===== config.mk =====
export PLATFORM = sky130hd
export DESIGN_NAME = rws_wave_calc_flat
export DESIGN_NICKNAME = d
export VERILOG_FILES = /design/src/rtl/rws_pkg.sv /design/src/rtl/rws_out_if.sv /design/src/rtl/rws_wave_calc.sv /design/src/flat_wrapper.sv
export SDC_FILE = /design/constraint.sdc
export NUM_CORES = 1
export LEC_CHECK = 0
export BUFFER_PORTS_ARGS = -buffer_cell sky130_fd_sc_hd__buf_2
export CAP_MARGIN = 20
export CORE_MARGIN = 2
export CORE_UTILIZATION = 44
export DETAILED_ROUTE_END_ITERATION = 8
export GPL_ROUTABILITY_DRIVEN = 0
export PLACE_DENSITY_LB_ADDON = 0.05
export SYNTH_ARGS = -nofsm -noshare
export SYNTH_HDL_FRONTEND = slang
export SYNTH_SLANG_ARGS = --single-unit

===== constraint.sdc =====
create_clock -name clk -period 2.9 [get_ports clk]
set_input_delay 0.29 -clock clk [delete_from_list [all_inputs] [get_ports clk]]
set_output_delay 0.29 -clock clk [all_outputs]
set_load 0.02 [all_outputs]

===== src/rtl/rws_pkg.sv =====
package rws_pkg;

    // Default size limits of the height map.
    localparam int MaxWidthDef  = 512;
    localparam int MaxHeightDef = 512;

    // Smallest row width and row count that the block works with.
    localparam int MinDim = 3;

    // Fixed field widths.
    localparam int HeightW = 16;
    localparam int PosW    = 18;
    localparam int CfgW    = 10;

    // Configuration port.
    localparam int CfgAddrW = 3;
    localparam int CfgDataW = 32;

    // Register indexes, taken from paddr[2].
    localparam logic RegFrameWidth  = 1'b0;
    localparam logic RegFrameHeight = 1'b1;

    // Reset values of the registers.
    localparam logic [CfgW-1:0] FrameWidthRst  = 10'd512;
    localparam logic [CfgW-1:0] FrameHeightRst = 10'd512;

    // Shift amounts of the wave equation.
    localparam int HalfShift = 1;
    localparam int DampShift = 5;

    // Raw register contents as seen by the datapath.
    typedef struct packed {
        logic [CfgW-1:0] frame_width;
        logic [CfgW-1:0] frame_height;
    } cfg_regs_t;

    // Neighbor heights and tags of one result position, handed to the arithmetic.
    typedef struct packed {
        logic signed [HeightW-1:0] h_right;
        logic signed [HeightW-1:0] h_left;
        logic signed [HeightW-1:0] h_above;
        logic signed [HeightW-1:0] h_below;
        logic signed [HeightW-1:0] older;
        logic [PosW-1:0]           position;
        logic                      last;
    } tap_set_t;

endpackage


===== src/rtl/rws_out_if.sv =====
interface rws_out_if;

    logic                               valid;
    logic                               ready;
    logic signed [rws_pkg::HeightW-1:0] new_height;
    logic [rws_pkg::PosW-1:0]           position;
    logic                               last_of_frame;

    modport source (
        output valid,
        output new_height,
        output position,
        output last_of_frame,
        input  ready
    );

    modport sink (
        input  valid,
        input  new_height,
        input  position,
        input  last_of_frame,
        output ready
    );

endinterface


===== src/rtl/rws_wave_calc.sv =====
module rws_wave_calc (
    input  logic              clk,
    input  logic              rst_n,
    input  logic              in_vld,
    input  rws_pkg::tap_set_t taps,
    output logic              take,
    rws_out_if.source         result
);

    localparam int SumW  = rws_pkg::HeightW + 2;
    localparam int HalfW = SumW - rws_pkg::HalfShift;
    localparam int VW    = SumW;
    localparam int DW    = VW + 1;
    localparam logic signed [DW-1:0] SatHi = DW'(32767);
    localparam logic signed [DW-1:0] SatLo = -DW'(32768);

    logic                               s2_vld_reg;
    logic signed [VW-1:0]               v_reg;
    logic [rws_pkg::PosW-1:0]           s2_pos_reg;
    logic                               s2_last_reg;
    logic                               out_vld_reg;
    logic signed [rws_pkg::HeightW-1:0] out_height_reg;
    logic [rws_pkg::PosW-1:0]           out_pos_reg;
    logic                               out_last_reg;

    logic                               out_load;
    logic                               s2_load;
    logic signed [SumW-1:0]             sum;
    logic signed [HalfW-1:0]            half;
    logic signed [VW-1:0]               v_next;
    logic signed [DW-1:0]               damp;
    logic signed [rws_pkg::HeightW-1:0] height_next;

    // Each stage moves on when it is empty or the stage after it moves.
    assign out_load = !out_vld_reg || result.ready;
    assign s2_load  = !s2_vld_reg || out_load;
    assign take     = s2_load;

    // Neighbor sum, halved, less the older height.
    always_comb
    begin
        sum    = SumW'(taps.h_right) + SumW'(taps.h_left)
               + SumW'(taps.h_above) + SumW'(taps.h_below);
        half   = HalfW'(sum >>> rws_pkg::HalfShift);
        v_next = VW'(half) - VW'(taps.older);
    end

    // Damping and saturation to the height range.
    always_comb
    begin
        damp = DW'(v_reg) - DW'(v_reg >>> rws_pkg::DampShift);
        if (damp > SatHi)
        begin
            height_next = rws_pkg::HeightW'(SatHi);
        end
        else if (damp < SatLo)
        begin
            height_next = rws_pkg::HeightW'(SatLo);
        end
        else
        begin
            height_next = rws_pkg::HeightW'(damp);
        end
    end

    always_ff @(posedge clk or negedge rst_n)
    begin
        if (!rst_n)
        begin
            s2_vld_reg  <= 1'b0;
            out_vld_reg <= 1'b0;
        end
        else
        begin
            if (s2_load)
            begin
                s2_vld_reg <= in_vld;
            end
            if (out_load)
            begin
                out_vld_reg <= s2_vld_reg;
            end
        end
    end

    always_ff @(posedge clk)
    begin
        if (s2_load)
        begin
            v_reg       <= v_next;
            s2_pos_reg  <= taps.position;
            s2_last_reg <= taps.last;
        end
        if (out_load)
        begin
            out_height_reg <= height_next;
            out_pos_reg    <= s2_pos_reg;
            out_last_reg   <= s2_last_reg;
        end
    end

    assign result.valid         = out_vld_reg;
    assign result.new_height    = out_height_reg;
    assign result.position      = out_pos_reg;
    assign result.last_of_frame = out_last_reg;

endmodule


===== src/flat_wrapper.sv =====
// flat-port wrapper written by rule: the top's interface ports become plain ports
module rws_wave_calc_flat 
  (clk, rst_n, in_vld, taps, take, result_valid, result_new_height, result_position, result_last_of_frame, result_ready);
  rws_out_if result_i ();
  input  logic clk;
  input  logic rst_n;
  input  logic in_vld;
  input  rws_pkg::tap_set_t taps;
  output logic take;
  output wire logic [$bits(result_i.valid)-1:0] result_valid;
  output wire logic [$bits(result_i.new_height)-1:0] result_new_height;
  output wire logic [$bits(result_i.position)-1:0] result_position;
  output wire logic [$bits(result_i.last_of_frame)-1:0] result_last_of_frame;
  input wire logic [$bits(result_i.ready)-1:0] result_ready;
  assign result_valid = result_i.valid;
  assign result_new_height = result_i.new_height;
  assign result_position = result_i.position;
  assign result_last_of_frame = result_i.last_of_frame;
  assign result_i.ready = result_ready;
  rws_wave_calc u_core (.clk(clk), .rst_n(rst_n), .in_vld(in_vld), .taps(taps), .take(take), .result(result_i));
endmodule

Word level (Yosys, flattened, before mapping)
Cells that the tools add are included.
{"block": "classes", "addsub": 5, "magnitude_cmp": 2, "mux": 1, "reduce_logical": 4}
{"operator": "$gt A19 B16 Y1 const B", "count": 1}
{"operator": "$lt A19 B16 Y1 const B", "count": 1}
{"operator": "$sub A18 B13 Y19", "count": 1}
{"operator": "$add A17 B16 Y18", "count": 1}
{"operator": "$add A18 B16 Y18", "count": 1}
{"operator": "$sub A17 B16 Y18", "count": 1}
{"operator": "$add A16 B16 Y17", "count": 1}
{"operator": "$mux W16", "count": 1}
{"operator": "$logic_not A1 Y1", "count": 2}
{"operator": "$logic_or A1 B1 Y1", "count": 2}
{"block": "totals", "ff_bits": 74, "input_bits": 103, "word_cells": 20}

Logic depth before layout (Yosys ltp)
{"block": "depth", "depth_word": 4, "mapped_depth": 22, "depth_no_buf": 22}

Worst setup path before layout
OpenSTA, ideal clock, no wires.
{"block": "synth_timing", "path_kind": "input to register", "from": "in taps[36] (netlist bit)", "to": "reg u_core.v_reg[16] (data pin)", "arrival_ns": 4.538, "slack_ns": -1.896, "stages": 22, "n_path_buf": 0, "path_cell_list": "inv_1 fa_1 inv_1 fa_1 ha_1 inv_1 fa_1 nor2b_1 o21ai_0 a21oi_1 o211ai_1 a21boi_0 or2_2 o311ai_0 ha_1 and3_1 a31oi_1 o21ai_0 a2111oi_0 o21bai_1 a21oi_1 xnor2_1"}
{"block": "synth_between", "elab_chain_len": 2}
{"item": "from (decl)", "line_no": "flat_wrapper.sv:8", "source": "input rws_pkg::tap_set_t taps;"}
{"item": "$add A18 B16 Y18", "line_no": "rws_wave_calc.sv:43", "source": "+ SumW'(taps.h_above) + SumW'(taps.h_below);"}
{"item": "$sub A17 B16 Y18", "line_no": "rws_wave_calc.sv:45", "source": "v_next = VW'(half) - VW'(taps.older);"}
{"item": "via u_core.v_next[16]", "line_no": "rws_wave_calc.sv:30", "source": "logic signed [VW-1:0] v_next;"}
{"item": "to (signal assigned)", "line_no": "rws_wave_calc.sv:90", "source": "v_reg <= v_next;"}
{"item": "to (decl)", "line_no": "rws_wave_calc.sv:18", "source": "logic signed [VW-1:0] v_reg;"}
The timed path passes the listed nets, and every way through them passes these cells.
A chain may end at the register's enable or synchronous reset.

Worst setup path in the final report
Ends and elaborated chain as after synthesis.

==> flow_metrics.py <==
metrics = {
    "job": {
        "drv_cap": 0,
    },
    "clock_network": {
        "cts_root_buffer": "clkbuf_16",
        "clk-insertion-delay-late_ns": 0.33,
        "cts_buffer_depth": 2,
        "htree_levels": 3,
        "cts_made_buffers": 9,
        "cts_tree": "done",
        "cts.sinks": 74,
        "clkTransAtPathRegs_ns": 0.06,
    },
    "sta": {
        "finalSetupViolCount": 16,
        "grt_setup_unrepaired": "yes",
        "max_slew.worst_pin.slew_ns": 0.836,
        "worst_hold_slack_ns": 0.131,
        "finClkSkew_ns": 0.00544,
        "fmax_ghz": 0.229,
        "slew_headroom_pct": 44.3,
        "finalSetupTns_ns": -15.07,
        "drv_slew": 0,
        "finalCritPeriodShare_pct": 150,
        "finalCriticalPeriod_ns": 4.36,
        "setup_ws_ns": -1.46,
        "hold_viol": 0,
    },
    "yosys": {
        "ys_types": 61,
        "syn_inst": 572,
        "synth_top_area_cell": "edfxtp_1",
        "synth_nets": 760,
        "yosysSeqAreaShare_pct": 37.4,
        "synth_edf_count": 72,
        "yosys-top-cells-area": "edfxtp_1, fa_1, ha_1",
        "synth.cell_area_um2": 5910,
        "synth-seq-cells": 74,
        "avgSynthCellArea_um2": 10.3,
        "async_flop_share_pct": 2.70,
        "synthFlopType": "edfxtp_1",
        "yosysWarnings": 0,
        "yosysTopAreaCellShare_pct": 36.6,
    },
    "worst_setup_path": {
        "required_ns": 2.98,
        "critPathKind": "input port to flop",
        "path_max_fanout": 3,
        "start_kind": "input port",
        "end_kind": "flop",
        "cp_data_arrival_time_ns": 4.44,
    },
    "global_routing": {
        "grt_pass1_vias": 4693,
        "grt_max_degree": 37,
        "grt_pass1_wl_mm": 19.7,
        "antenna_found_initial": 0,
        "gr-usage-all-layers_pct": 16.7,
        "overflow": 0,
    },
    "cells_and_area": {
        "nNetsFinal": 1000,
        "fillers": 1108,
        "multi_input_area_um2": 3590,
        "layout_commonest_cell": "buf_2",
        "drive_gt1_share_pct": 40.5,
        "seq_area_um2": 2210,
        "diodes": 0,
        "layout_common_cells": "buf_2, inv_1, buf_4",
        "syn2layout_area_growth_pct": 40.8,
    },
    "power": {
        "ir_worst_vdd_uv": 647,
        "power-per-cell-area_nw_per_um2": 1440,
        "p_leak_nw": 3.98,
    },
    "floorplanning": {
        "dieArea_um2": 14400,
        "die_x_um": 120,
        "die_y_um": 120,
        "start_util_pct": 44.8,
        "core_um2": 13200,
        "placementRows": 42,
        "io_pins": 140,
    },
    "routing": {
        "routed_wl_mm": 12.2,
        "ant_nets": 0,
        "firstDrtPassIters": 4,
        "wl_met2_mm": 6.42,
        "wl_met3_um": 443,
        "highest_layer": "met4",
        "viasPerCell": 4.75,
        "vias": 4719,
        "drc": 0,
        "wire_per_inst_um": 12.3,
        "met1_length_mm": 5.18,
        "drt_iter0_drc": 186,
    },
    "placement": {
        "hpwl_mm": 9.44,
        "portBuffers": 139,
    },
    "outcome": {
        "status": "finished, violations left",
        "violations": "negative setup slack",
    },
    "min_path": {
        "min_path_type": "input port to flop",
    },
}
==> report_power, final <==
part	switching, mW	internal, mW
Combinational	4.54	4.43
Sequential	0.113	1.82
Clock	0.400	0.668
Total	5.05	6.92
==> metal layers <==
| layer | track usage [%] | vias to the layer above |
|---|---|---|
| li1 | - | 2447 |
| met1 | 19.5 | 2154 |
| met2 | 30.6 | 108 |
| met3 | 3.04 | 10 |
| met4 | 5.66 | 0 |
| met5 | 0 | - |
==> final cells by class <==
| cell class | instances | area share [%] |
|---|---|---|
| clock buffers | 10 | 2.75 |
| clock inverters | 6 | 0.781 |
| inverters | 125 | 5.73 |
| multi-input cells | 366 | 43.2 |
| flip-flops and latches | 74 | 26.6 |
| well taps | 176 | 2.65 |
| repair buffers | 236 | 18.4 |
==> Yosys cell counts (2+ instances only) <==
cell type and number:
a211oi_1 3, o2111ai_1 3, ha_1 50, xor2_1 9, edfxtp_1 72, clkbuf_1 2
a21boi_0 4, inv_1 125, a211o_1 4, a21oi_2 2, nor2_1 28, nand2b_1 7
a31oi_1 11, fa_1 35, dfrtp_1 2, a2111oi_0 2, o41a_1 2, a21o_1 17
xnor2_1 30, buf_6 2, and3_1 6, or2_2 2, nand2_1 10, o21ai_1 2
nor2b_1 7, buf_4 2, nand3_1 5, o21ai_0 24, o21a_1 5, o21ai_2 10
or3_1 2, o211ai_1 6, nor3_1 8, a21oi_1 38, nor4_1 2, o21bai_1 6
o311ai_0 2, and2_1 2
==> final timing paths <==
kind	start	end	slack, ns	cells past startpoint
min in group asynchronous	rst_n	u_core.s2_vld_reg	0.29	2
hold / removal	taps[9]	u_core.s2_pos_reg[8]	0.13	1
max in group asynchronous	rst_n	u_core.result.valid	2.51	2
setup reg to reg	u_core.v_reg[0]	u_core.result.new_height[5]	0.04	13
hold reg to reg	u_core.s2_pos_reg[5]	u_core.result.position[5]	0.42	0
setup / recovery	taps[36]	u_core.v_reg[16]	-1.46	22
==> worst max-delay path: stages <==
cell and delay [ns]:
buf_8 0.08, inv_8 0.02, fa_1 0.53, inv_2 0.04
fa_1 0.45, ha_2 0.20, inv_2 0.06, fa_2 0.19
nor2b_1 0.04, o21ai_1 0.20, a21oi_2 0.09, o211ai_1 0.28
a21boi_2 0.11, or2_4 0.25, o311ai_4 0.30, ha_4 0.26
and3_4 0.16, and3b_1 0.22, a2111oi_4 0.30, o21bai_1 0.11
a21oi_2 0.15, xnor2_1 0.08
==> through the flow <==
stage | area, µm² | total power [mW] | util, % | cells | worst slack (ns)
final | 8330 | 12.0 | 63.1 | 993 | -1.46
after global routing | 8330 | 12.9 | 63.1 | 993 | -1.68
after CTS | 7970 | 11.0 | 60.4 | 989 | -1.46
after detailed placement | 7490 | 9.37 | 56.8 | 962 | -1.94
after global placement | 7490 | 9.25 | 56.8 | 962 | -1.84
after floorplan | 5980 | 7.14 | - | 572 | -1.57
==> logic make-up after synthesis <==
kind of cell	Yosys count	share of synthesized area (%)
muxes	2	0.360
xor gates and xnor gates	39	5.78
DFF	74	37.4
buffers and inverters	132	8.78
and+or+nand+nor	90	7.95
AOI/OAI and AO/OA	150	17.3
adders and majority gates	85	22.4
==> timing repair <==
action                                  CTS  global route
endpoints found under the setup margin   17            31
hold buffers                              1             0
pin swaps                                32            45
gates cloned                              1             0
resized for setup                        26            61
buffers inserted                         10             7
hold endpoints to repair                  2             0
(Power assumes the default switching activity.)
