### src/rtl/rws_pkg.sv
package rws_pkg;

    // Default size limits of the height map.
    localparam int MaxWidthDef  = 512;
    localparam int MaxHeightDef = 512;

    // Smallest row width and row count that the block works with.
    localparam int MinDim = 3;

    // Fixed field widths.
    localparam int HeightW = 16;
    localparam int PosW    = 18;
    localparam int CfgW    = 10;

    // Configuration port.
    localparam int CfgAddrW = 3;
    localparam int CfgDataW = 32;

    // Register indexes, taken from paddr[2].
    localparam logic RegFrameWidth  = 1'b0;
    localparam logic RegFrameHeight = 1'b1;

    // Reset values of the registers.
    localparam logic [CfgW-1:0] FrameWidthRst  = 10'd512;
    localparam logic [CfgW-1:0] FrameHeightRst = 10'd512;

    // Shift amounts of the wave equation.
    localparam int HalfShift = 1;
    localparam int DampShift = 5;

    // Raw register contents as seen by the datapath.
    typedef struct packed {
        logic [CfgW-1:0] frame_width;
        logic [CfgW-1:0] frame_height;
    } cfg_regs_t;

    // Neighbor heights and tags of one result position, handed to the arithmetic.
    typedef struct packed {
        logic signed [HeightW-1:0] h_right;
        logic signed [HeightW-1:0] h_left;
        logic signed [HeightW-1:0] h_above;
        logic signed [HeightW-1:0] h_below;
        logic signed [HeightW-1:0] older;
        logic [PosW-1:0]           position;
        logic                      last;
    } tap_set_t;

endpackage

### src/rtl/rws_cfg.sv
module rws_cfg (
    input  logic                          clk,
    input  logic                          rst_n,
    input  logic                          psel,
    input  logic                          penable,
    input  logic                          pwrite,
    input  logic [rws_pkg::CfgAddrW-1:0]  paddr,
    input  logic [rws_pkg::CfgDataW-1:0]  pwdata,
    output logic [rws_pkg::CfgDataW-1:0]  prdata,
    output logic                          pready,
    output rws_pkg::cfg_regs_t            cfg
);

    rws_pkg::cfg_regs_t cfg_reg;
    logic               wr_en;

    assign pready = 1'b1;
    assign wr_en  = psel && penable && pwrite;
    assign cfg    = cfg_reg;

    // Register writes in the access cycle.
    always_ff @(posedge clk or negedge rst_n)
    begin
        if (!rst_n)
        begin
            cfg_reg.frame_width  <= rws_pkg::FrameWidthRst;
            cfg_reg.frame_height <= rws_pkg::FrameHeightRst;
        end
        else if (wr_en)
        begin
            case (paddr[2])
                rws_pkg::RegFrameWidth:
                    cfg_reg.frame_width <= pwdata[rws_pkg::CfgW-1:0];
                rws_pkg::RegFrameHeight:
                    cfg_reg.frame_height <= pwdata[rws_pkg::CfgW-1:0];
                default:
                    cfg_reg <= cfg_reg;
            endcase
        end
    end

    // Read data returns the addressed register, zero extended.
    always_comb
    begin
        case (paddr[2])
            rws_pkg::RegFrameWidth:
                prdata = rws_pkg::CfgDataW'(cfg_reg.frame_width);
            rws_pkg::RegFrameHeight:
                prdata = rws_pkg::CfgDataW'(cfg_reg.frame_height);
            default:
                prdata = '0;
        endcase
    end

endmodule

### config.mk
export PLATFORM = sky130hd
export DESIGN_NAME = rws_cfg
export DESIGN_NICKNAME = d
export VERILOG_FILES = /design/src/rtl/rws_pkg.sv /design/src/rtl/rws_cfg.sv
export SDC_FILE = /design/constraint.sdc
export NUM_CORES = 1
export LEC_CHECK = 0
export ABC_AREA = 1
export ABC_CLOCK_PERIOD_IN_PS = 1400
export BUFFER_PORTS_ARGS = -buffer_cell sky130_fd_sc_hd__buf_4
export CAP_MARGIN = 15
export CORE_MARGIN = 10
export CORE_UTILIZATION = 35
export CTS_CLUSTER_SIZE = 20
export DETAILED_ROUTE_END_ITERATION = 7
export PLACE_DENSITY = 0.73
export SYNTH_ARGS = -nofsm -noshare
export SYNTH_HDL_FRONTEND = slang
export SYNTH_SLANG_ARGS = --single-unit
### constraint.sdc
create_clock -name clk -period 1.4 [get_ports clk]
set_input_delay 0.28 -clock clk [delete_from_list [all_inputs] [get_ports clk]]
set_output_delay 0.28 -clock clk [all_outputs]
set_load 0.01 [all_outputs]
# Word level (Yosys, flattened, before mapping)
# Cells that the tools add are included.
totals:
  ff_bits: 20
  inputBits: 40
  output_inout_bits: 53
  elab_cells: 8
classes:
  muxes: 1
  n_bitwise: 1
  n_reduce_logical: 4
ops:
  columns: ["op", "count"]
  rows:
  - ["$pmux 32 s2", 1]
  - ["$reduce_and 2->1", 2]
  - ["$logic_and 1x1->1", 2]
  - ["$not 1->1", 1]

# Longest topological paths before layout
# Gate-level depths: netlist of the first run.
logic_depth:
  depth_word: 3
  depth_mapped: 5
  ltp_nobuf: 4

# Least setup slack after synthesis of the first run
# Ideal clock, no wire load.
synth_timing:
  kind: "reg2out"
  from: "register cfg_reg (netlist bit cfg[9])"
  to: "output prdata[9] (netlist name)"
  arrival_ns: 0.697
  slack_ns: 0.423
  path_stages_with_launch: 3
  cell_sequence: "dfstp_2 -> nand2_1 -> nand2_1"
synth_between:
  elab_chain_cells: 1
synth_lines:
  columns: ["element", "line", "text"]
  rows:
  - ["start: declaration", "rws_cfg.sv:14", "rws_pkg::cfg_regs_t cfg_reg;"]
  - ["start signal: assignment", "rws_cfg.sv:37", "cfg_reg <= cfg_reg;"]
  - ["$pmux 32 s2", "rws_cfg.sv:45", "case (paddr[2])"]
  - ["end: declaration", "rws_cfg.sv:9", "output logic [rws_pkg::CfgDataW-1:0] prdata,"]
# No other way between the ends. The select of a mux whose other input is x is not followed.

# Worst setup path after layout of the first run
layout_timing:
  from: "register cfg_reg (netlist bit cfg[19])"
  to: "output prdata[9] (netlist name)"
# The elaborated chain is that of the path after synthesis.

==> run metrics, run 1 <==
status=complete, no violations; largest net degree at the start of global routing=21; power per cell area=around 1200 mW/mm2; fmax=0.743 GHz; HP Start=pwdata[9]; std cell rows=20; crit end category=output pin; Worst IR Drop VDD=0.471 mV; Area Growth Syn to Fin=32.3%; synth top area cells=dfrtp_1, nand2_1, buf_4; Multi-input gate area=484 um2; Placed Cells=roughly 240; Yosys reg bits=20; post-route ant nets=0; most crowded layer after global routing=met2; fraction of registers with async set/reset=100%; max FFs per register=20; via count=slightly below 1000; Final Setup Violations=0; filler-free cell count of the finished design=240; clock buffer count from CTS=3; # diodes=0; share of cells above drive strength 1=31.6%; Hold Crit Class=in2reg; detailed router's first-iteration violation count=38; # H-tree levels=1; Synth Flop Type=dfrtp_1; grt ovf=0; io pins=just over 90; flop2flop setup slack=approximately 0.68 ns; Lkg Pwr=0.887 nW; GP Congestion=0.757; first-pass GRT wire length=slightly below 5000 um; Clock Tree Buf Depth=2; Synth Instances=147; Syn. warnings=0; CORE AREA=0.00308 mm2; Final period util=96.1%; Seq/Total Area, Yosys=44.3%; CTS sink cnt=20; met2 Track Usage GR=between 15 and 20%; Post-synth top cells=nand2_1, buf_4, nand3_1, dfrtp_1; Setup WS pre-CTS=around 0.13 ns; Crit Path Category=reg2out; initial antenna violation count=0; CP Launch Point=cfg[19]; final hold viol count=0; max-cap violations=0; Die ar.=0.00593 mm2; Max Slew Vio Count=0; Max Fanout on Critical Path=3; RSZ-0062 raised after global routing=true; met3 Use GR=5.24%; Yosys top cell by area=dfrtp_1; final instance area=between 0.0015 and 0.002 mm2; Detailed Place HPWL=2370 um; number of synthesized flops with an enable pin=0; DRC Markers=0; post-CTS resize count=0; die height=roughly 77 um; Setup Skew=0 ns; Startpoint Class=flop; final worst slack=around 0.054 ns; Layout Nets=237; DRT Pass-1 Iters=4; Synth cell types=12; Yosys top cell area share=39.6%; WP data arrival=1.07 ns; Syn Std Cell Area=0.00114 mm2; vias in the first global route=1029; CTS tree=built; GRT met1 Usage=10.0%; Total GRT Usage=9.91%; Via density=4.10; dpl cell area=0.00144 mm2; wire length per cell=around 12 um; reg-to-reg startpoint=cfg[19]; most frequent cell after synthesis=nand2_1; Fin Hold WS=around 0.21 ns; root buf cell=clkbuf_4; # port buffers=45; Fin Setup TNS=0 ns; clock slew at reported path FFs=approximately 0.11 ns; fill count=between 300 and 400; Worst-Skew Late Latency=0.29 ns; Synth Area per Inst=7.73 um2; postcts setup bufs=0; DRT Wirelength=2980 um; Critical Path RT=1.12 ns; FF/Latch Area=503 um2; die width=77.0 um; Starting Density=a little under two fifths; min cycle time layout=between 1 and 1.5 ns
[metrics by stage]
| step | util (%) | power, mW |
|---|---|---|
| final | 48.8 | 1.85 |
| after global routing | 48.8 | 1.99 |
| after CTS | 48.8 | 1.89 |
| after detailed placement | 46.8 | 1.41 |
| after global placement | 46.8 | 1.40 |
| after floorplan | - | 1.10 |
[final timing paths]
path | cells past startpoint | endpoint
max | 3 | prdata[9]
min reg2reg | 2 | cfg[9]
min | 3 | cfg[9]
max in group asynchronous | 2 | cfg[19]
min in group asynchronous | 2 | cfg[1]
max reg2reg | 2 | cfg[19]
[final cells by class]
type / instances / share of cell area [%]
Timing Repair Buffer: 53 / 26.6
Clock inverter: 1 / 2.00
Multi-Input combinational cell: 117 / 32.2
Inverter: 2 / 0.500
Clock buffer: 3 / 1.50
Sequential cell: 20 / 33.5
Tap cell: 44 / 3.66
[cell families (layout without fill, tap and decap cells)]
| group | Yosys count | after routing | synth area share [%] |
|---|---|---|---|
| buf+inv | 31 | 59 | 20.0 |
| other cells | 2 | 23 | 0.661 |
| simple gates | 94 | 94 | 35.0 |
| flops | 20 | 20 | 44.3 |
[cells in the final DEF, fill, tap and decap left out, drive strengths merged]
master | synthesis | final
nand2 | 71 | 71
buf | 29 | 52
conb | 2 | 23
nand3 | 20 | 20
dfrtp | 18 | 18
clkbuf | 0 | 3
nand4 | 2 | 2
dfstp | 2 | 2
inv | 2 | 2
nor2 | 1 | 1
bufinv | 0 | 1
dlygate4sd3 | 0 | 1
[metal layers]
metal | part of all wire [%] | vias up
li1 | - | 507
met5 | 0 | -
met2 | 49 | 36
met3 | 12 | 2
met4 | 0.44 | 0
met1 | 39 | 440
[critical path, cell delays in order (launching register included)]
cell and delay [ns]:
dfstp_2 0.56, nand2_1 0.05, nand2_1 0.05, buf_4 0.11
[repair_timing]
item,in CTS,in global routing
setup endpoints to repair,0,1
endpoints found under the hold margin,18,0
hold buffers,1,0
[power breakdown]
group	internal [mW]	switching [mW]	total (mW)
logic	0.299	0.312	0.611
registers	0.694	0.0832	0.777
clock network	0.289	0.174	0.463
total	1.28	0.569	1.85
Power figures use the tool's default switching activity.
==> run 2, diff against run 1 <==
--- a/config.mk
+++ b/config.mk
@@ -14,6 +14,7 @@
 export CTS_CLUSTER_SIZE = 20
 export DETAILED_ROUTE_END_ITERATION = 7
 export PLACE_DENSITY = 0.73
+export RECOVER_POWER = 100
 export SYNTH_ARGS = -nofsm -noshare
 export SYNTH_HDL_FRONTEND = slang
 export SYNTH_SLANG_ARGS = --single-unit
==> run 2 against run 1 <==
  * Wire length is 0.71% higher
  * Combinational power is 19% lower
  * Sequential power hardly changed
  * Via count is 0.61% higher
  * Critical path depth stayed put
  * First-iteration DRC count is 16% higher
==> run metrics, run 2 (synthesis gave the netlist of run 1 again) <==
power per cell area=1250 mW/mm2 (+1.3%); worst-path cell chain=nand2_1, nand2_1, buf_4; CTS tree=built; clock slew at reported path FFs=0.11 ns (about the same); via count=991 (+0.61%); postcts setup bufs=0 (unchanged); P_sw=0.567 mW (-0.42%); largest net degree at the start of global routing=21 (unchanged); grt ovf=0 (unchanged); die height=77.0 um (unchanged); final worst slack=0.0525 ns (-0.00144 ns); Rel. slew slack=62.7%; post-route ant nets=0 (unchanged); CP peak stage delay=0.56 ns (about the same); wire length per cell=12.5 um (+0.71%); std cell rows=20 (unchanged); Internal=1.16 mW (-9.3%); Net Sw Frac=32.8% (+2.0 points); Fin Setup TNS=0 ns (unchanged); max FFs per register=20 (unchanged); DRT Pass-1 Iters=4 (unchanged); most frequent cells in the layout=nand2_1, clkbuf_1, conb_1, buf_4, nand3_1; # H-tree levels=1 (unchanged); Worst-Skew Late Latency=0.29 ns (about the same); Final period util=96.3% (+0.10 points); FF-to-FF path depth=2 (unchanged); CORE AREA=0.00308 mm2 (unchanged); Placed Cells=235 (unchanged); status=complete, no violations; sequential share of power=44.7% (+2.7 points); io pins=93 (unchanged); initial antenna violation count=0 (unchanged); Crit Path Category=reg2out; fmax=0.742 GHz (-0.11%); Clock power frac=26.8% (+1.8 points); Hold Crit Class=in2reg; Crit-path slowest cell=dfstp_2; min cycle time layout=1.35 ns (+0.00144 ns); first-pass GRT wire length=4970 um (unchanged); DRT Wirelength=3000 um (+0.71%); Starting Density=36.9% (unchanged); Slew @ Worst Pin=approximately 0.56 ns; share of cells above drive strength 1=16.8% (-15 points); commonest non-fill, non-tap cell in the layout=nand2_1; Max Slew Vio Count=0 (unchanged); Final Setup Violations=0 (unchanged); Combinational Power Share=28.4% (-4.6 points); reg-to-reg startpoint=cfg[19]; Area Growth Syn to Fin=22.0%; CP Launch Point=cfg[19]; Total GRT Usage=9.91% (unchanged); HP Start=pwdata[9]; Critical Path RT=1.12 ns (about the same); detailed router's first-iteration violation count=44 (+16%); GP Congestion=0.757 (unchanged); Setup Skew=0 ns (unchanged); RSZ-0062 raised after global routing=true; Lkg Pwr=0.774 nW (-13%); Layout Nets=237 (unchanged); Worst IR Drop VDD=0.473 mV (+0.29%); Detailed Place HPWL=2370 um (unchanged); Max Fanout on Critical Path=3 (unchanged); # port buffers=45 (unchanged); Via density=4.13 (+0.61%); final hold viol count=0 (unchanged); Clock Tree Buf Depth=2 (unchanged); Die ar.=0.00593 mm2 (unchanged); die width=77.0 um (unchanged); Setup WS pre-CTS=0.134 ns (unchanged); root buf cell=clkbuf_4; DRC Markers=0 (unchanged); max-cap violations=0 (unchanged); most frequent CP cell=nand2_1; Startpoint Class=flop; CTS sink cnt=20 (unchanged); filler-free cell count of the finished design=240 (unchanged); # diodes=0 (unchanged); WHS Path Cells=3 (unchanged); WP data arrival=1.07 ns (about the same); Design Power=1.73 mW (-6.6%); crit end category=output pin; clock buffer count from CTS=3 (unchanged); vias in the first global route=1029 (unchanged)
## run 2: cell count changes in the layout (fill, tap and decap cells not counted)
cell      change
nand4_2       -1
buf_4        -30
clkbuf_2      +2
clkbuf_1     +28
nand4_1       +1
## run 2: routing by layer
layer  GRT usage, %  part of all wire [%]  up-vias
met2           17.5                    47       36
met1           10.0                    42      445
met3           5.24                   9.8        2
met4           2.55                  0.43        0
li1               -                     -      508
met5              0                     0        -
## run 2: power by group through the flow
| stage | registers, mW | logic (mW) | clock network [mW] |
|---|---|---|---|
| after floorplan | 0.833 | 0.266 | 0 |
| after global placement | 0.790 | 0.612 | 0 |
| after detailed placement | 0.789 | 0.622 | 0 |
| after CTS | 0.780 | 0.624 | 0.484 |
| after global routing | 0.795 | 0.564 | 0.510 |
| final | 0.774 | 0.492 | 0.464 |
## run 2: critical path, delay by kind of cell, from the launching register on
| family | cells | cell delay [ns] |
|---|---|---|
| and+or+nand+nor | 2 | 0.10 |
| DFF | 1 | 0.56 |
| buffers and inverters | 1 | 0.11 |
## run 2: final timing paths
path / end / slack (ns)
setup / recovery: prdata[9] / 0.05
hold / removal: cfg[9] / 0.21
setup reg to reg: cfg[19] / 0.66
hold reg to reg: cfg[9] / 0.48
max in group asynchronous: cfg[9] / 0.57
min in group asynchronous: cfg[18] / 0.47
## run 2: area by class of cell
class / count / area (um2)
flip-flops and latches: 20 / 503
inverters: 2 / 7.51
well taps: 44 / 55.1
repair buffers: 53 / 290
clock buffers: 3 / 22.5
clock inverters: 1 / 30.0
fillers: 350 / 1690
multi-input cells: 117 / 478
## run 2: timing repair
| item | 4_1_cts | 5_1_grt |
|---|---|---|
| resized for setup | 0 | 0 |
| hold buffers | 1 | 0 |
| hold endpoints to repair | 18 | 0 |
| endpoints found under the setup margin | 0 | 1 |
## run 2: through the flow
stage          instance area, um2  hold slack [ns]  util, %
2_1_floorplan                1210          -0.0156        -
3_3_place_gp                 1440            0.170     46.8
3_5_place_dp                 1440            0.170     46.8
4_1_cts                      1500            0.196     48.8
5_1_grt                      1390            0.198     45.0
6_report                     1390            0.210     45.0
==> run 3, diff against run 2 <==
--- a/config.mk
+++ b/config.mk
@@ -5,7 +5,7 @@
 export SDC_FILE = /design/constraint.sdc
 export NUM_CORES = 1
 export LEC_CHECK = 0
-export ABC_AREA = 1
+export ABC_AREA = 0
 export ABC_CLOCK_PERIOD_IN_PS = 1400
 export BUFFER_PORTS_ARGS = -buffer_cell sky130_fd_sc_hd__buf_4
 export CAP_MARGIN = 15
@@ -13,7 +13,7 @@
 export CORE_UTILIZATION = 35
 export CTS_CLUSTER_SIZE = 20
 export DETAILED_ROUTE_END_ITERATION = 7
-export PLACE_DENSITY = 0.73
+export PLACE_DENSITY = 0.74
 export RECOVER_POWER = 100
 export SYNTH_ARGS = -nofsm -noshare
 export SYNTH_HDL_FRONTEND = slang
==> run 3 against run 2 <==
  * Combinational power is 97% higher
  * Cell count is 21% lower
  * Setup slack worse by 0.028 ns
  * Critical path depth is 1 lower
  * Critical endpoint is now prdata[5]
  * Highest routed layer unchanged
==> run metrics, run 3 <==
status=complete, no violations; Clock power frac=15.7% (-11 points); Total GRT Usage=9.61% (-0.30 points); CTS sink cnt=20 (unchanged); reg-to-reg startpoint=cfg[10]; clock slew at reported path FFs=0.11 ns (about the same); Max Fanout on Critical Path=2 (-1); DRT Pass-1 Iters=3 (-1); via count=772 (-22%); Clock Tree Buf Depth=2 (unchanged); max-cap violations=0 (unchanged); Syn Std Cell Area=0.00110 mm2 (-3.5%); synth top area cells=dfrtp_1, mux2_2, buf_4; final hold viol count=0 (unchanged); Critical Path RT=1.12 ns (about the same); Syn. warnings=0 (unchanged); DRC Markers=0 (unchanged); P_sw=0.630 mW (+11%); die width=76.0 um (-1.3%); Crit-path slowest cell=dfrtp_1; root buf cell=clkbuf_4; fill count=292 (-17%); Hold Path Sink=cfg[11]; first-pass GRT wire length=4530 um (-8.9%); flop2flop setup slack=0.46 ns (-0.20 ns); RSZ-0062 raised after global routing=true; Crit path max-delay family=flip-flops; share of cells above drive strength 1=57.9% (+41 points); dpl cell area=0.00139 mm2 (-3.2%); crit end category=output pin; Internal=1.45 mW (+25%); worst reg2reg endpoint=cfg[10]; Setup Skew=0 ns (unchanged); std cell rows=20 (unchanged); vias in the first global route=891 (-13%); number of synthesized flops with an enable pin=0 (unchanged); Startpoint Class=flop; largest net degree at the start of global routing=21 (unchanged); Combinational Power Share=46.6% (+18 points); grt ovf=0 (unchanged); worst-path cell chain=mux2_4, buf_6; Lkg Pwr=0.814 nW (+5.3%); HP Start=pwdata[1]; # port buffers=45 (unchanged); CP peak stage delay=0.41 ns (-0.15 ns); Net Sw Frac=30.2% (-2.6 points); Worst-Skew Late Latency=0.29 ns (about the same); most frequent cell after synthesis=buf_4; Final period util=98.3% (+2.0 points); WHS Path Cells=2 (-1); Yosys top cell area share=41.1% (+1.4 points); FF-to-FF path depth=2 (unchanged); min cycle time layout=1.38 ns (+0.0283 ns); GP Congestion=0.699 (-7.8%); commonest non-fill, non-tap cell in the layout=buf_4; Via density=4.08 (-1.1%); post-route ant nets=0 (unchanged); fmax=0.727 GHz (-2.1%); Final Setup Violations=0 (unchanged); DRT Wirelength=2940 um (-1.9%); CORE AREA=0.00303 mm2 (-1.6%); CTS tree=built; final instance area=0.00158 mm2 (+14%); # diodes=0 (unchanged); Synth cell types=10 (-2); Hold Crit Class=in2reg; Bufs and invs on worst path=1 (unchanged); Slew @ Worst Pin=0.504 ns (-0.0554 ns); Synth Flop Type=dfrtp_1; Rel. slew slack=66.4% (+3.7 points); WP data arrival=1.10 ns (+0.03 ns); Worst IR Drop VDD=0.666 mV (+41%); die height=76.0 um (-1.3%); power per cell area=1320 mW/mm2 (+5.9%); Area Growth Syn to Fin=43.9%; max FFs per register=20 (unchanged); Yosys top cell by area=dfrtp_1; Starting Density=36.2% (-0.71 points); detailed router's first-iteration violation count=5 (-89%); fraction of registers with async set/reset=100% (unchanged); Synth Area per Inst=13.9 um2 (+80%); Yosys reg bits=20 (unchanged); Crit Path Category=reg2out; Setup WS pre-CTS=0.0228 ns (-0.112 ns); Layout Nets=186 (-22%); Fin Setup TNS=0 ns (unchanged); CP Depth=2 (-1); Seq/Total Area, Yosys=45.9% (+1.6 points); Post-synth top cells=buf_4, mux2_2, dfrtp_1, mux2_4; most frequent cells in the layout=buf_4, conb_1, dfrtp_1, mux2_4; io pins=93 (unchanged); Detailed Place HPWL=2200 um (-6.8%); sequential share of power=37.7% (-7.0 points); final worst slack=0.0241 ns (-0.0283 ns); Die ar.=0.00577 mm2 (-2.6%); # H-tree levels=1 (unchanged); clock buffer count from CTS=3 (unchanged); wire length per cell=15.6 um (+25%); initial antenna violation count=0 (unchanged); Fin Hold WS=0.202 ns (-0.00870 ns); Synth Instances=79 (-46%); Max Slew Vio Count=0 (unchanged)
## run 3: timing repair
| item | 4_1_cts | 5_1_grt |
|---|---|---|
| endpoints found under the setup margin | 10 | 10 |
| hold buffers | 1 | 0 |
| resized for setup | 1 | 19 |
| buffers inserted | 18 | 0 |
| endpoints found under the hold margin | 18 | 0 |
## run 3: power by group through the flow
| stage | Sequential [mW] | Clock, mW | Combinational [mW] |
|---|---|---|---|
| 3_3_place_gp | 0.813 | 0 | 0.761 |
| 6_report | 0.787 | 0.327 | 0.971 |
| 4_1_cts | 0.779 | 0.348 | 0.986 |
| 2_1_floorplan | 0.868 | 0 | 0.350 |
| 5_1_grt | 0.807 | 0.368 | 1.04 |
| 3_5_place_dp | 0.824 | 0 | 0.773 |
## run 3: through the flow
stage,std cells,util (%),power (mW)
final,189,52.1,2.08
after global routing,189,52.1,2.22
after CTS,189,52.1,2.11
after detailed placement,166,46.0,1.60
after global placement,166,46.0,1.57
after floorplan,100,-,1.22
## run 3: cell families after synthesis
family / count (synthesis) / share of synthesized area, %
multiplexers: 30 / 34.2
AND/OR/NAND/NOR: 2 / 1.94
buffers and inverters: 25 / 17.2
other: 2 / 0.685
flip-flops: 20 / 45.9
## run 3: worst max path at each step
stage	startpoint	end
6_report	cfg[15]	prdata[5]
2_1_floorplan	paddr[2]	prdata[0]
3_5_place_dp	paddr[2]	cfg[8]
3_3_place_gp	paddr[2]	cfg[7]
5_1_grt	cfg[10]	prdata[0]
4_1_cts	cfg[5]	prdata[5]
## run 3: routing by layer
layer  global-route usage, %  part of all wire (%)  wire (um)
met1                    8.02                    34        987
met2                    19.6                    59       1730
met3                    4.01                   6.6        193
met4                    2.84                  0.99         29
met5                       0                     0          0
## run 3: final cells by class
class	instances	area [um2]	share of cell area, %
flip-flops and latches	20	503	31.9
multi-input cells	55	494	31.3
repair buffers	66	489	31.0
well taps	44	55.1	3.49
clock buffers	4	36.3	2.30
## run 3: worst reg2reg max path, stage by stage, from the launching register on
cell     delay (ns)
dfrtp_1        0.41
buf_4          0.14
mux2_1         0.28
